`src/hdl/pmt_pkg.sv`:
```
package pmt_pkg;

    localparam int COORD_BITS_DEF = 12;
    localparam int CFG_W          = 13;
    localparam int CUR_W          = 13;
    localparam int QUEUE_DEPTH    = 2;

    localparam logic [CFG_W-1:0] WIDTH_RST  = 13'd1024;
    localparam logic [CFG_W-1:0] HEIGHT_RST = 13'd768;

    localparam int MIN_SCREEN = 16;
    localparam int OVF_STEP   = 255;
    localparam int Y_MARGIN   = 16;
    localparam int X_BACKOFF  = 8;

    // Header bit positions.
    localparam int HDR_LEFT   = 0;
    localparam int HDR_RIGHT  = 1;
    localparam int HDR_MIDDLE = 2;
    localparam int HDR_MARK   = 3;
    localparam int HDR_XSIGN  = 4;
    localparam int HDR_YSIGN  = 5;
    localparam int HDR_XOVF   = 6;
    localparam int HDR_YOVF   = 7;

    typedef enum logic [0:0] {
        CFG_WIDTH  = 1'b0,
        CFG_HEIGHT = 1'b1
    } t_cfg_idx;

    typedef enum logic [1:0] {
        PH_HDR = 2'd0,
        PH_X   = 2'd1,
        PH_Y   = 2'd2
    } t_phase;

    typedef struct packed {
        logic [7:0] hdr;
        logic [7:0] x_byte;
        logic [7:0] y_byte;
    } t_packet;

    localparam int PKT_W = $bits(t_packet);

endpackage

```
`src/hdl/pmt_fifo.sv`:
```
module pmt_fifo #(
    parameter int W     = 8,
    parameter int DEPTH = pmt_pkg::QUEUE_DEPTH
) (
    input  logic         i_clk,
    input  logic         i_rst_n,
    input  logic         i_push,
    input  logic [W-1:0] i_data,
    output logic         o_full,
    input  logic         i_pop,
    output logic [W-1:0] o_data,
    output logic         o_empty
);

    localparam int AW = (DEPTH > 1) ? $clog2(DEPTH) : 1;
    localparam int CW = $clog2(DEPTH + 1);

    logic [W-1:0]  r_mem [DEPTH];
    logic [AW-1:0] r_wr_ptr;
    logic [AW-1:0] r_rd_ptr;
    logic [CW-1:0] r_count;
    logic          do_push;
    logic          do_pop;

    assign o_full  = (r_count == CW'(DEPTH));
    assign o_empty = (r_count == '0);
    assign do_push = i_push && !o_full;
    assign do_pop  = i_pop && !o_empty;
    assign o_data  = r_mem[r_rd_ptr];

    always_ff @(posedge i_clk) begin
        if (do_push) begin
            r_mem[r_wr_ptr] <= i_data;
        end
    end

    // DEPTH is a power of two, so the pointers wrap on their own.
    always_ff @(posedge i_clk) begin
        if (!i_rst_n) begin
            r_wr_ptr <= '0;
            r_rd_ptr <= '0;
            r_count  <= '0;
        end else begin
            if (do_push) begin
                r_wr_ptr <= r_wr_ptr + AW'(1);
            end
            if (do_pop) begin
                r_rd_ptr <= r_rd_ptr + AW'(1);
            end
            if (do_push && !do_pop) begin
                r_count <= r_count + CW'(1);
            end else if (do_pop && !do_push) begin
                r_count <= r_count - CW'(1);
            end
        end
    end

    a_count_bound: assert property (@(posedge i_clk) disable iff (!i_rst_n)
        r_count <= CW'(DEPTH))
        else $error("queue count beyond depth");

    a_no_push_full: assert property (@(posedge i_clk) disable iff (!i_rst_n)
        !(i_push && o_full))
        else $error("item pushed into a full queue");

endmodule

```
`src/hdl/pmt_front.sv`:
```
module pmt_front (
    input  logic              i_clk,
    input  logic              i_rst_n,
    input  logic              i_accept,
    input  logic [7:0]        i_byte,
    output logic              o_pkt_push,
    output pmt_pkg::t_packet  o_pkt
);

    import pmt_pkg::*;

    t_phase     r_phase;
    t_phase     n_phase;
    logic [7:0] r_hdr;
    logic [7:0] r_xb;
    logic       hdr_load;
    logic       x_load;

    always_comb begin
        n_phase = r_phase;
        case (r_phase)
            PH_X: begin
                if (i_accept) begin
                    n_phase = PH_Y;
                end
            end
            PH_Y: begin
                if (i_accept) begin
                    n_phase = PH_HDR;
                end
            end
            default: begin
                // Header phase: a byte without the mark bit is dropped.
                if (i_accept) begin
                    n_phase = i_byte[HDR_MARK] ? PH_X : PH_HDR;
                end
            end
        endcase
    end

    always_comb begin
        hdr_load   = 1'b0;
        x_load     = 1'b0;
        o_pkt_push = 1'b0;
        case (r_phase)
            PH_X: begin
                x_load = i_accept;
            end
            PH_Y: begin
                o_pkt_push = i_accept;
            end
            default: begin
                hdr_load = i_accept && i_byte[HDR_MARK];
            end
        endcase
    end

    assign o_pkt.hdr    = r_hdr;
    assign o_pkt.x_byte = r_xb;
    assign o_pkt.y_byte = i_byte;

    always_ff @(posedge i_clk) begin
        if (!i_rst_n) begin
            r_phase <= PH_HDR;
        end else begin
            r_phase <= n_phase;
        end
    end

    always_ff @(posedge i_clk) begin
        if (hdr_load) begin
            r_hdr <= i_byte;
        end
        if (x_load) begin
            r_xb <= i_byte;
        end
    end

endmodule

```
`src/hdl/pmt_back.sv`:
```
module pmt_back #(
    parameter int COORD_BITS = pmt_pkg::COORD_BITS_DEF
) (
    input  logic                         i_clk,
    input  logic                         i_rst_n,
    input  logic                         i_pkt_valid,
    input  pmt_pkg::t_packet             i_pkt,
    output logic                         o_pkt_pop,
    input  logic [pmt_pkg::CFG_W-1:0]    i_width,
    input  logic [pmt_pkg::CFG_W-1:0]    i_height,
    output logic                         o_res_push,
    output logic [2*COORD_BITS+2:0]      o_res,
    input  logic                         i_res_full
);

    import pmt_pkg::*;

    // Signed working width: holds the cursor plus any delta and the screen limit.
    localparam int SW = ((COORD_BITS + 1 > CUR_W + 1) ? COORD_BITS + 1 : CUR_W + 1) + 1;

    localparam logic signed [SW-1:0] TOP_V  = SW'(1 << COORD_BITS);
    localparam logic signed [SW-1:0] MIN_V  = SW'(MIN_SCREEN);
    localparam logic signed [SW-1:0] OVF_V  = SW'(OVF_STEP);
    localparam logic signed [SW-1:0] YMAR_V = SW'(Y_MARGIN);
    localparam logic signed [SW-1:0] XBK_V  = SW'(X_BACKOFF);
    localparam logic signed [SW-1:0] ONE_V  = SW'(1);

    logic [CUR_W-1:0]       r_cur_x;
    logic [CUR_W-1:0]       r_cur_y;
    logic                   go;
    logic [7:0]             hd;
    logic signed [SW-1:0]   w_ext;
    logic signed [SW-1:0]   h_ext;
    logic signed [SW-1:0]   w_lim;
    logic signed [SW-1:0]   h_lim;
    logic signed [SW-1:0]   cur_x_ext;
    logic signed [SW-1:0]   cur_y_ext;
    logic signed [SW-1:0]   dx;
    logic signed [SW-1:0]   dy;
    logic signed [SW-1:0]   x_sum;
    logic signed [SW-1:0]   y_sum;
    logic signed [SW-1:0]   x_pos;
    logic signed [SW-1:0]   y_pos;
    logic signed [SW-1:0]   x_new;
    logic signed [SW-1:0]   y_new;
    logic [SW-1:0]          x_out;
    logic [SW-1:0]          y_out;
    logic                   left;
    logic                   middle;
    logic                   right;

    assign go         = i_pkt_valid && !i_res_full;
    assign o_pkt_pop  = go;
    assign o_res_push = go;
    assign hd         = i_pkt.hdr;

    assign w_ext     = signed'({{(SW-CFG_W){1'b0}}, i_width});
    assign h_ext     = signed'({{(SW-CFG_W){1'b0}}, i_height});
    assign cur_x_ext = signed'({{(SW-CUR_W){1'b0}}, r_cur_x});
    assign cur_y_ext = signed'({{(SW-CUR_W){1'b0}}, r_cur_y});

    always_comb begin
        w_lim = w_ext;
        if (w_ext < MIN_V) begin
            w_lim = MIN_V;
        end else if (w_ext > TOP_V) begin
            w_lim = TOP_V;
        end
        h_lim = h_ext;
        if (h_ext < MIN_V) begin
            h_lim = MIN_V;
        end else if (h_ext > TOP_V) begin
            h_lim = TOP_V;
        end
    end

    // Nine-bit signed deltas; an overflow bit pushes a further step along the sign.
    always_comb begin
        dx = signed'({{(SW-8){hd[HDR_XSIGN]}}, i_pkt.x_byte});
        if (hd[HDR_XOVF]) begin
            dx = hd[HDR_XSIGN] ? dx - OVF_V : dx + OVF_V;
        end
        dy = -signed'({{(SW-8){hd[HDR_YSIGN]}}, i_pkt.y_byte});
        if (hd[HDR_YOVF]) begin
            dy = hd[HDR_YSIGN] ? dy + OVF_V : dy - OVF_V;
        end
    end

    assign x_sum = cur_x_ext + dx;
    assign y_sum = cur_y_ext + dy;

    always_comb begin
        x_pos = (x_sum < 0) ? '0 : x_sum;
        x_new = (x_pos > w_lim - ONE_V) ? w_lim - XBK_V : x_pos;
        y_pos = (y_sum < 0) ? '0 : y_sum;
        y_new = (y_pos > h_lim - YMAR_V) ? h_lim - YMAR_V : y_pos;
    end

    assign x_out = {{(SW-CUR_W){1'b0}}, x_new[CUR_W-1:0]};
    assign y_out = {{(SW-CUR_W){1'b0}}, y_new[CUR_W-1:0]};

    assign left   = hd[HDR_LEFT];
    assign middle = !hd[HDR_LEFT] && hd[HDR_MIDDLE];
    assign right  = !hd[HDR_LEFT] && !hd[HDR_MIDDLE] && hd[HDR_RIGHT];

    assign o_res = {x_out[COORD_BITS-1:0], y_out[COORD_BITS-1:0], left, middle, right};

    always_ff @(posedge i_clk) begin
        if (!i_rst_n) begin
            r_cur_x <= '0;
            r_cur_y <= '0;
        end else if (go) begin
            r_cur_x <= x_new[CUR_W-1:0];
            r_cur_y <= y_new[CUR_W-1:0];
        end
    end

    a_x_on_screen: assert property (@(posedge i_clk) disable iff (!i_rst_n)
        go |=> cur_x_ext <= $past(w_lim) - ONE_V)
        else $error("cursor X left the screen after a packet");

    a_y_on_screen: assert property (@(posedge i_clk) disable iff (!i_rst_n)
        go |=> cur_y_ext <= $past(h_lim) - YMAR_V)
        else $error("cursor Y left the screen after a packet");

endmodule

```
`src/hdl/ps2_mouse_packet_tracker.sv`:
```
// PS/2 mouse packet tracker.
// Input channel: raw mouse bytes on i_data_byte, taken when push is high and
// full is low. Three bytes make a packet: a header (bit 3 set, otherwise the
// byte is dropped), an X byte and a Y byte. Each packet gives one result.
// Result channel: the oldest result sits on o_pos_x, o_pos_y and the button
// outputs while empty is low, and is taken when pop is high.
// Configuration: i_cfg_we writes i_cfg_data into the register that i_cfg_idx
// selects (screen width, screen height); write only while the block is idle.
// Throughput is one byte per cycle while full is low. On the third byte the
// front assembler writes its packet into a two-entry packet queue; the
// cursor update drains one packet per cycle while the result queue has room
// into a two-entry result queue, where the result appears, so a byte every
// cycle keeps flowing while pop is high. When pop stays low the result queue
// fills, the cursor update stops, the packet queue fills and full rises.
// Reset (synchronous, active low) empties both queues, puts the cursor at
// the origin, waits for a header byte and restores 1024 by 768.
module ps2_mouse_packet_tracker #(
    parameter int COORD_BITS = pmt_pkg::COORD_BITS_DEF
) (
    input  logic                       i_clk,
    input  logic                       i_rst_n,
    input  logic                       push,
    output logic                       full,
    input  logic [7:0]                 i_data_byte,
    output logic                       empty,
    input  logic                       pop,
    output logic [COORD_BITS-1:0]      o_pos_x,
    output logic [COORD_BITS-1:0]      o_pos_y,
    output logic                       o_left_pressed,
    output logic                       o_middle_pressed,
    output logic                       o_right_pressed,
    input  logic                       i_cfg_we,
    input  pmt_pkg::t_cfg_idx          i_cfg_idx,
    input  logic [pmt_pkg::CFG_W-1:0]  i_cfg_data
);

    import pmt_pkg::*;

    localparam int RES_W = 2 * COORD_BITS + 3;

    logic [CFG_W-1:0] r_width;
    logic [CFG_W-1:0] r_height;
    logic             accept;
    logic             pkt_push;
    t_packet          pkt_in;
    t_packet          pkt_head;
    logic [PKT_W-1:0] pkt_head_bits;
    logic             pkt_empty;
    logic             pkt_pop;
    logic             res_push;
    logic             res_full;
    logic [RES_W-1:0] res_in;
    logic [RES_W-1:0] res_head;

    assign accept   = push && !full;
    assign pkt_head = t_packet'(pkt_head_bits);

    always_ff @(posedge i_clk) begin
        if (!i_rst_n) begin
            r_width  <= WIDTH_RST;
            r_height <= HEIGHT_RST;
        end else if (i_cfg_we) begin
            case (i_cfg_idx)
                CFG_WIDTH:  r_width  <= i_cfg_data;
                CFG_HEIGHT: r_height <= i_cfg_data;
                default:    r_width  <= r_width;
            endcase
        end
    end

    pmt_front u_front (
        .i_clk      (i_clk),
        .i_rst_n    (i_rst_n),
        .i_accept   (accept),
        .i_byte     (i_data_byte),
        .o_pkt_push (pkt_push),
        .o_pkt      (pkt_in)
    );

    pmt_fifo #(
        .W     (PKT_W),
        .DEPTH (QUEUE_DEPTH)
    ) u_pkt_q (
        .i_clk   (i_clk),
        .i_rst_n (i_rst_n),
        .i_push  (pkt_push),
        .i_data  (pkt_in),
        .o_full  (full),
        .i_pop   (pkt_pop),
        .o_data  (pkt_head_bits),
        .o_empty (pkt_empty)
    );

    pmt_back #(
        .COORD_BITS (COORD_BITS)
    ) u_back (
        .i_clk       (i_clk),
        .i_rst_n     (i_rst_n),
        .i_pkt_valid (!pkt_empty),
        .i_pkt       (pkt_head),
        .o_pkt_pop   (pkt_pop),
        .i_width     (r_width),
        .i_height    (r_height),
        .o_res_push  (res_push),
        .o_res       (res_in),
        .i_res_full  (res_full)
    );

    pmt_fifo #(
        .W     (RES_W),
        .DEPTH (QUEUE_DEPTH)
    ) u_res_q (
        .i_clk   (i_clk),
        .i_rst_n (i_rst_n),
        .i_push  (res_push),
        .i_data  (res_in),
        .o_full  (res_full),
        .i_pop   (pop),
        .o_data  (res_head),
        .o_empty (empty)
    );

    assign o_pos_x          = res_head[RES_W-1 -: COORD_BITS];
    assign o_pos_y          = res_head[COORD_BITS+2 -: COORD_BITS];
    assign o_left_pressed   = res_head[2];
    assign o_middle_pressed = res_head[1];
    assign o_right_pressed  = res_head[0];

endmodule
```
`config.mk`:
```
export PLATFORM = sky130hd
export DESIGN_NAME = ps2_mouse_packet_tracker
export DESIGN_NICKNAME = d
export VERILOG_FILES = /design/src/hdl/pmt_pkg.sv /design/src/hdl/pmt_fifo.sv /design/src/hdl/pmt_front.sv /design/src/hdl/pmt_back.sv /design/src/hdl/ps2_mouse_packet_tracker.sv
export SDC_FILE = /design/constraint.sdc
export NUM_CORES = 1
export LEC_CHECK = 0
export CORE_ASPECT_RATIO = 1.2
export CORE_MARGIN = 8
export CORE_UTILIZATION = 25
export CTS_CLUSTER_DIAMETER = 60
export DETAILED_ROUTE_END_ITERATION = 8
export DONT_BUFFER_PORTS = 1
export PLACE_DENSITY = 0.44
export SKIP_LAST_GASP = 1
export SYNTH_ARGS = -nofsm -noshare
export SYNTH_HDL_FRONTEND = slang
export SYNTH_HIERARCHICAL = 1
export SYNTH_SLANG_ARGS = --single-unit
```
`constraint.sdc`:
```
create_clock -name i_clk -period 9.8 [get_ports i_clk]
set_clock_uncertainty 0.15 [all_clocks]
set_input_delay 1.96 -clock i_clk [delete_from_list [all_inputs] [get_ports i_clk]]
set_output_delay 1.96 -clock i_clk [all_outputs]
set_load 0.02 [all_outputs]
```
==> flow_summary.ini, run 1 <==
[finish]
design_area_sq_um = 12500
diodes = 0
area_delta_synth_final_pct = 8.46
fin_nets = 1229
drive_above_1_share = 0.111

[power]
p_per_area_nw_per_um2 = 164
internal_power_mw = 1.44
p_leak_nw = 4.55
p_comb_frac = 0.196
swShare = 0.297
seqPwrFrac = 0.435
p_clk_frac = 0.368
p_sw_mw = 0.607
ir_drop_mv = 0.0962

[timing]
rsz0062_at_grt = no
relSlewSlack = 0.235
period_share = 0.880
final_max_slew_viol_count = 0
setup_viol = 0
fin_setup_tns_ns = 0
post-route-min-period_ns = 8.62
max_slew.worst_pin.slew_ns = 1.14
hold_violations = 0
clock.fmax_mhz = 116

[cts]
clkTransAtPathRegs_ns = 0.07
ctsResizeCount = 0
clock-sinks = 179
cts_made_buffers = 17
clockRootBuffer = clkbuf_16
post-cts-setup-buffer-count = 0
cts_max_level = 4
cts_tree = yes
cts_max_path_buffers = 2
cts_hold_buf = 0
clock_latency_ns = 0.44

[global_routing]
met3_usage = 0.0273
grt.overflow.total = 0
grt_pass1_wl_um = 45500
met1_usage = 0.132
grt_usage = 0.108
grt_pass1_vias = 8312
antenna_found_initial = 0
top_usage_layer = met2
grt_max_degree = 80
globalRouteMet2Util = 0.182

[routing]
wl_um = 28300
wl_per_cell_um = 16.3
drtIter0Drc = 555
drcViolationCount = 0
post_drt_via_cell_ratio = 4.71
routed-via-count = 8195
dr.pass1.iters = 7
final_antenna_net_count = 0

[die]
die_area_sq_um = 53100
die_h_um = 251
io_pins = 56
num_rows = 86
start_util = 0.251
die-width_um = 212
core_sq_um = 45700

[outcome]
status = finished clean

[worst_setup_path]
crit_path_start_kind = register
max_stage_delay_ns = 0.91
crit_path_top_delay_cell = o21ai_1
cp_data_arrival_time_ns = 8.79
crit_path_end_kind = register
crit_type = register to register
cp_max_fo = 19
crit_top_cell = ha_1
critical_path_required_ns = 9.97

[place]
hpwl_um = 21700
gp_congestion = 0.788
place_area_sq_um = 11800
port_buffers = 0

[yosys]
netlist_area_sq_um = 11500
synth_area_per_cell_sq_um = 9.85
ys.warnings.count = 6
syn_inst = 1167

[job]
cap_violations = 0

[worst_hold_path]
hold_path.class = register to register
## final timing paths
check,from,to,slack [ns],cells after the start
worst max-delay path,register,u_res_q/r_mem[0][4],1.18,31
worst min-delay path,u_front/r_xb[2],u_pkt_q/r_mem[1][10],0.30,0
worst max register to register,register,u_res_q/r_mem[0][4],1.18,31
worst min register to register,u_front/r_xb[2],u_pkt_q/r_mem[1][10],0.30,0
## area by class of cell
cell class,count,area (sq um)
Tap cell,616,771
Fill cell,4834,33300
Multi-Input combinational cell,851,6050
Sequential cell,179,4740
Timing Repair Buffer,7,52.6
Clock inverter,14,219
Inverter,56,210
Clock buffer,18,439
## power by group through the flow
stage                     logic, mW  registers [mW]  clock network [mW]
after floorplan               0.372           0.873                   0
after global placement        0.402           0.909                   0
after detailed placement      0.403           0.909                   0
after CTS                     0.406           0.892               0.778
after global routing          0.448           0.897               0.804
final                         0.401           0.890               0.754
## registers in the layout, indices dropped and copies added, names as in the netlist, named ones only
| signal | flops |
|---|---|
| u_res_q/r_mem | 54 |
| u_pkt_q/r_rd_ptr | 1 |
| u_back/r_cur_y | 13 |
| u_front/r_hdr | 7 |
| u_pkt_q/r_wr_ptr | 1 |
| u_pkt_q/r_mem | 46 |
| u_front/r_phase | 2 |
| u_res_q/r_rd_ptr | 1 |
| u_back/r_cur_x | 13 |
| u_pkt_q/r_count | 2 |
| r_height | 13 |
| r_width | 13 |
| u_res_q/r_count | 2 |
| u_front/r_xb | 8 |
| u_res_q/r_wr_ptr | 1 |
## through the flow
step / total power [mW] / setup WS [ns] / hold WS, ns / util / cells
after floorplan: 1.25 / 2.54 / 0.271 / - / 1168
after global placement: 1.31 / 1.39 / 0.274 / 0.258 / 1709
after detailed placement: 1.31 / 1.26 / 0.282 / 0.258 / 1709
after CTS: 2.08 / 1.21 / 0.300 / 0.273 / 1741
after global routing: 2.15 / 0.414 / 0.307 / 0.273 / 1741
final: 2.05 / 1.18 / 0.301 / 0.273 / 1741
## cell usage in the layout (no fill, tap or decap), types with 4 or more instances in the layout
cell type and instances:
a2111oi_0 5, a211oi_1 10, a21boi_0 4, a21o_1 8
a21oi_1 57, a31o_2 5, a31oi_1 19, a41oi_1 4
and2_1 15, and3_1 6, buf_4 7, bufinv_16 4
clkbuf_16 17, dfxtp_1 63, edfxtp_1 115, ha_1 87
inv_1 54, mux2_2 60, mux2i_1 26, nand2_1 127
nand2b_1 12, nand3_1 40, nand3b_1 8, nand4_1 9
nor2_1 73, nor2b_1 15, nor3_1 22, nor3b_1 4
nor4_1 9, o211ai_1 6, o21a_1 12, o21ai_0 66
o21ai_1 5, o21bai_1 8, or3_1 6, xnor2_1 43
xor2_1 18
## layer usage
layer,vias up,share of wire
met4,0,0.019
met2,165,0.48
met5,-,0
li1,4094,-
met3,30,0.056
met1,3906,0.45
## critical path, delay by kind of cell, from the launching register on
family / cells / cell delay (ns)
and+or+nand+nor: 7 / 1.15
DFF: 1 / 0.70
xor gates and xnor gates: 3 / 0.53
adders and majority gates: 4 / 1.20
AOI/OAI and AO/OA: 12 / 3.65
muxes: 2 / 0.84
buffers and inverters: 3 / 0.27
Note: power is estimated with default switching activity, not from simulation.
==> run 2: changes to the inputs <==
BUFFER_PORTS_ARGS = -buffer_cell sky130_fd_sc_hd__buf_2   (was default)
CORE_MARGIN = default   (was 8)
DONT_BUFFER_PORTS = default   (was 1)
PLACE_DENSITY = 0.45   (was 0.44)
==> flow_summary.ini, run 2 (same netlist as run 1, synthesis figures left out) <==
[die]
die-width_um = 198
io_pins = 56
die_area_sq_um = 46900
num_rows = 85
die_h_um = 237
core_sq_um = 45100
start_util = 0.255

[routing]
drtIter0Drc = 382
dr.pass1.iters = 5
wl_per_cell_um = 16.0
drcViolationCount = 0
routed-via-count = 8359
wl_um = 28700
post_drt_via_cell_ratio = 4.65
final_antenna_net_count = 0

[global_routing]
grt_max_degree = 80
grt_pass1_wl_um = 44700
grt_pass1_vias = 8070
grt.overflow.total = 0
grt_usage = 0.124
antenna_found_initial = 4

[finish]
area_delta_synth_final_pct = 10.2
final_cell_mix = nand2_1, edfxtp_1, ha_1, nor2_1, o21ai_0
regMostFlops = u_res_q/r_mem
final_util = 0.281
design_area_sq_um = 12700
fin_nets = 1289
mostFrequentLayoutCell = nand2_1
fillCellCount = 4804
drive_above_1_share = 0.154
seq_area_sq_um = 4730
largestRegisters = u_res_q/r_mem (54), u_pkt_q/r_mem (46)
multi_input_area_sq_um = 6040
largest_reg_flops = 54

[timing]
post-route-min-period_ns = 8.20
period_share = 0.836
hold_violations = 0
final.setup.worst_slack_ns = 1.60
rsz0062_at_grt = no
relSlewSlack = 0.401
final_max_slew_viol_count = 0
clock.fmax_mhz = 122
hold_ws_ns = 0.299
max_slew.worst_pin.slew_ns = 0.898
fin_setup_tns_ns = 0
setup_viol = 0

[worst_setup_path]
reg2reg_to = u_res_q/r_mem[0][6]
crit_path_top_delay_cell = a2111oi_0
max_stage_delay_ns = 0.65
cp_data_arrival_time_ns = 8.23
crit_path_start_kind = register
crit_path_end_kind = register
reg2reg_depth = 29
crit_type = register to register
critical_path_required_ns = 9.84
reg2reg_slack_ns = 1.60
cp_max_fo = 19

[worst_hold_path]
holdPathEnd = u_pkt_q/r_mem[1][8]
min-delay-start = u_front/r_xb[0]
hold_path.class = register to register
whs_path_depth = 0

[place]
hpwl_um = 21100
port_buffers = 55
place_ws_ns = 1.50
gp_congestion = 0.804
place_area_sq_um = 12100

[power]
p_per_area_nw_per_um2 = 157
p_leak_nw = 4.75
ir_drop_mv = 0.112

[cts]
cts_made_buffers = 17
clkTransAtPathRegs_ns = 0.07
cts_hold_buf = 0
clockRootBuffer = clkbuf_16
clock-sinks = 179
cts_tree = yes
cts_max_level = 4
cts_max_path_buffers = 2
post-cts-setup-buffer-count = 0
ctsResizeCount = 0
clock_latency_ns = 0.45

[job]
cap_violations = 0

[outcome]
status = finished clean
run 2: cell types whose count changed in the layout (fill, tap and decap cells not counted), moves of 2 or more:
cell / change
buf_2: +55
buf_4: +5
bufinv_16: -4
clkinv_2: +3
diode_2: +2
run 2: per-stage QoR:
step                      power (mW)  cells
after CTS                       2.02   1794
after detailed placement        1.36   1762
after floorplan                 1.25   1168
final                           1.99   1796
after global routing            2.10   1794
after global placement          1.36   1762
run 2: critical path: cells and delay by family (launching register included):
| family | cells | cell delay, ns |
|---|---|---|
| compound gates | 9 | 2.43 |
| xor+xnor | 3 | 0.64 |
| buf+inv | 4 | 0.37 |
| flops | 1 | 0.63 |
| simple gates | 7 | 1.78 |
| mux | 2 | 0.83 |
| fa+ha+maj | 4 | 1.09 |
run 2: cell type report:
cell class,count,area share
inverters,56,0.0166
diodes,2,0.000395
clock buffers,18,0.0339
multi-input cells,851,0.477
repair buffers,67,0.0288
well taps,609,0.0601
flip-flops and latches,179,0.374
clock inverters,14,0.00987
run 2: routing by layer:
metal	routed length [um]	track usage	vias up
met1	14000	0.164	3997
met4	387	0.0406	6
met3	858	0.0231	24
met2	13400	0.202	107
met5	30	0	-
li1	-	-	4225
run 2: report_power, final:
group	internal (mW)	leakage, nW	switching (mW)
clock	0.334	0.274	0.323
sequential	0.841	1.57	0.0246
combinational	0.181	2.91	0.285
total	1.36	4.75	0.633
run 2: worst max-delay path by stage:
stage	startpoint	to	slack, ns	cells past startpoint
global route	register	u_res_q/r_mem[1][6]	0.69	29
floorplan	register	u_res_q/r_mem[0][4]	2.54	38
CTS	register	u_res_q/r_mem[0][6]	1.46	29
finish	register	u_res_q/r_mem[0][6]	1.60	29
detailed placement	register	u_res_q/r_mem[1][6]	1.50	29
global placement	register	u_res_q/r_mem[0][4]	1.71	29
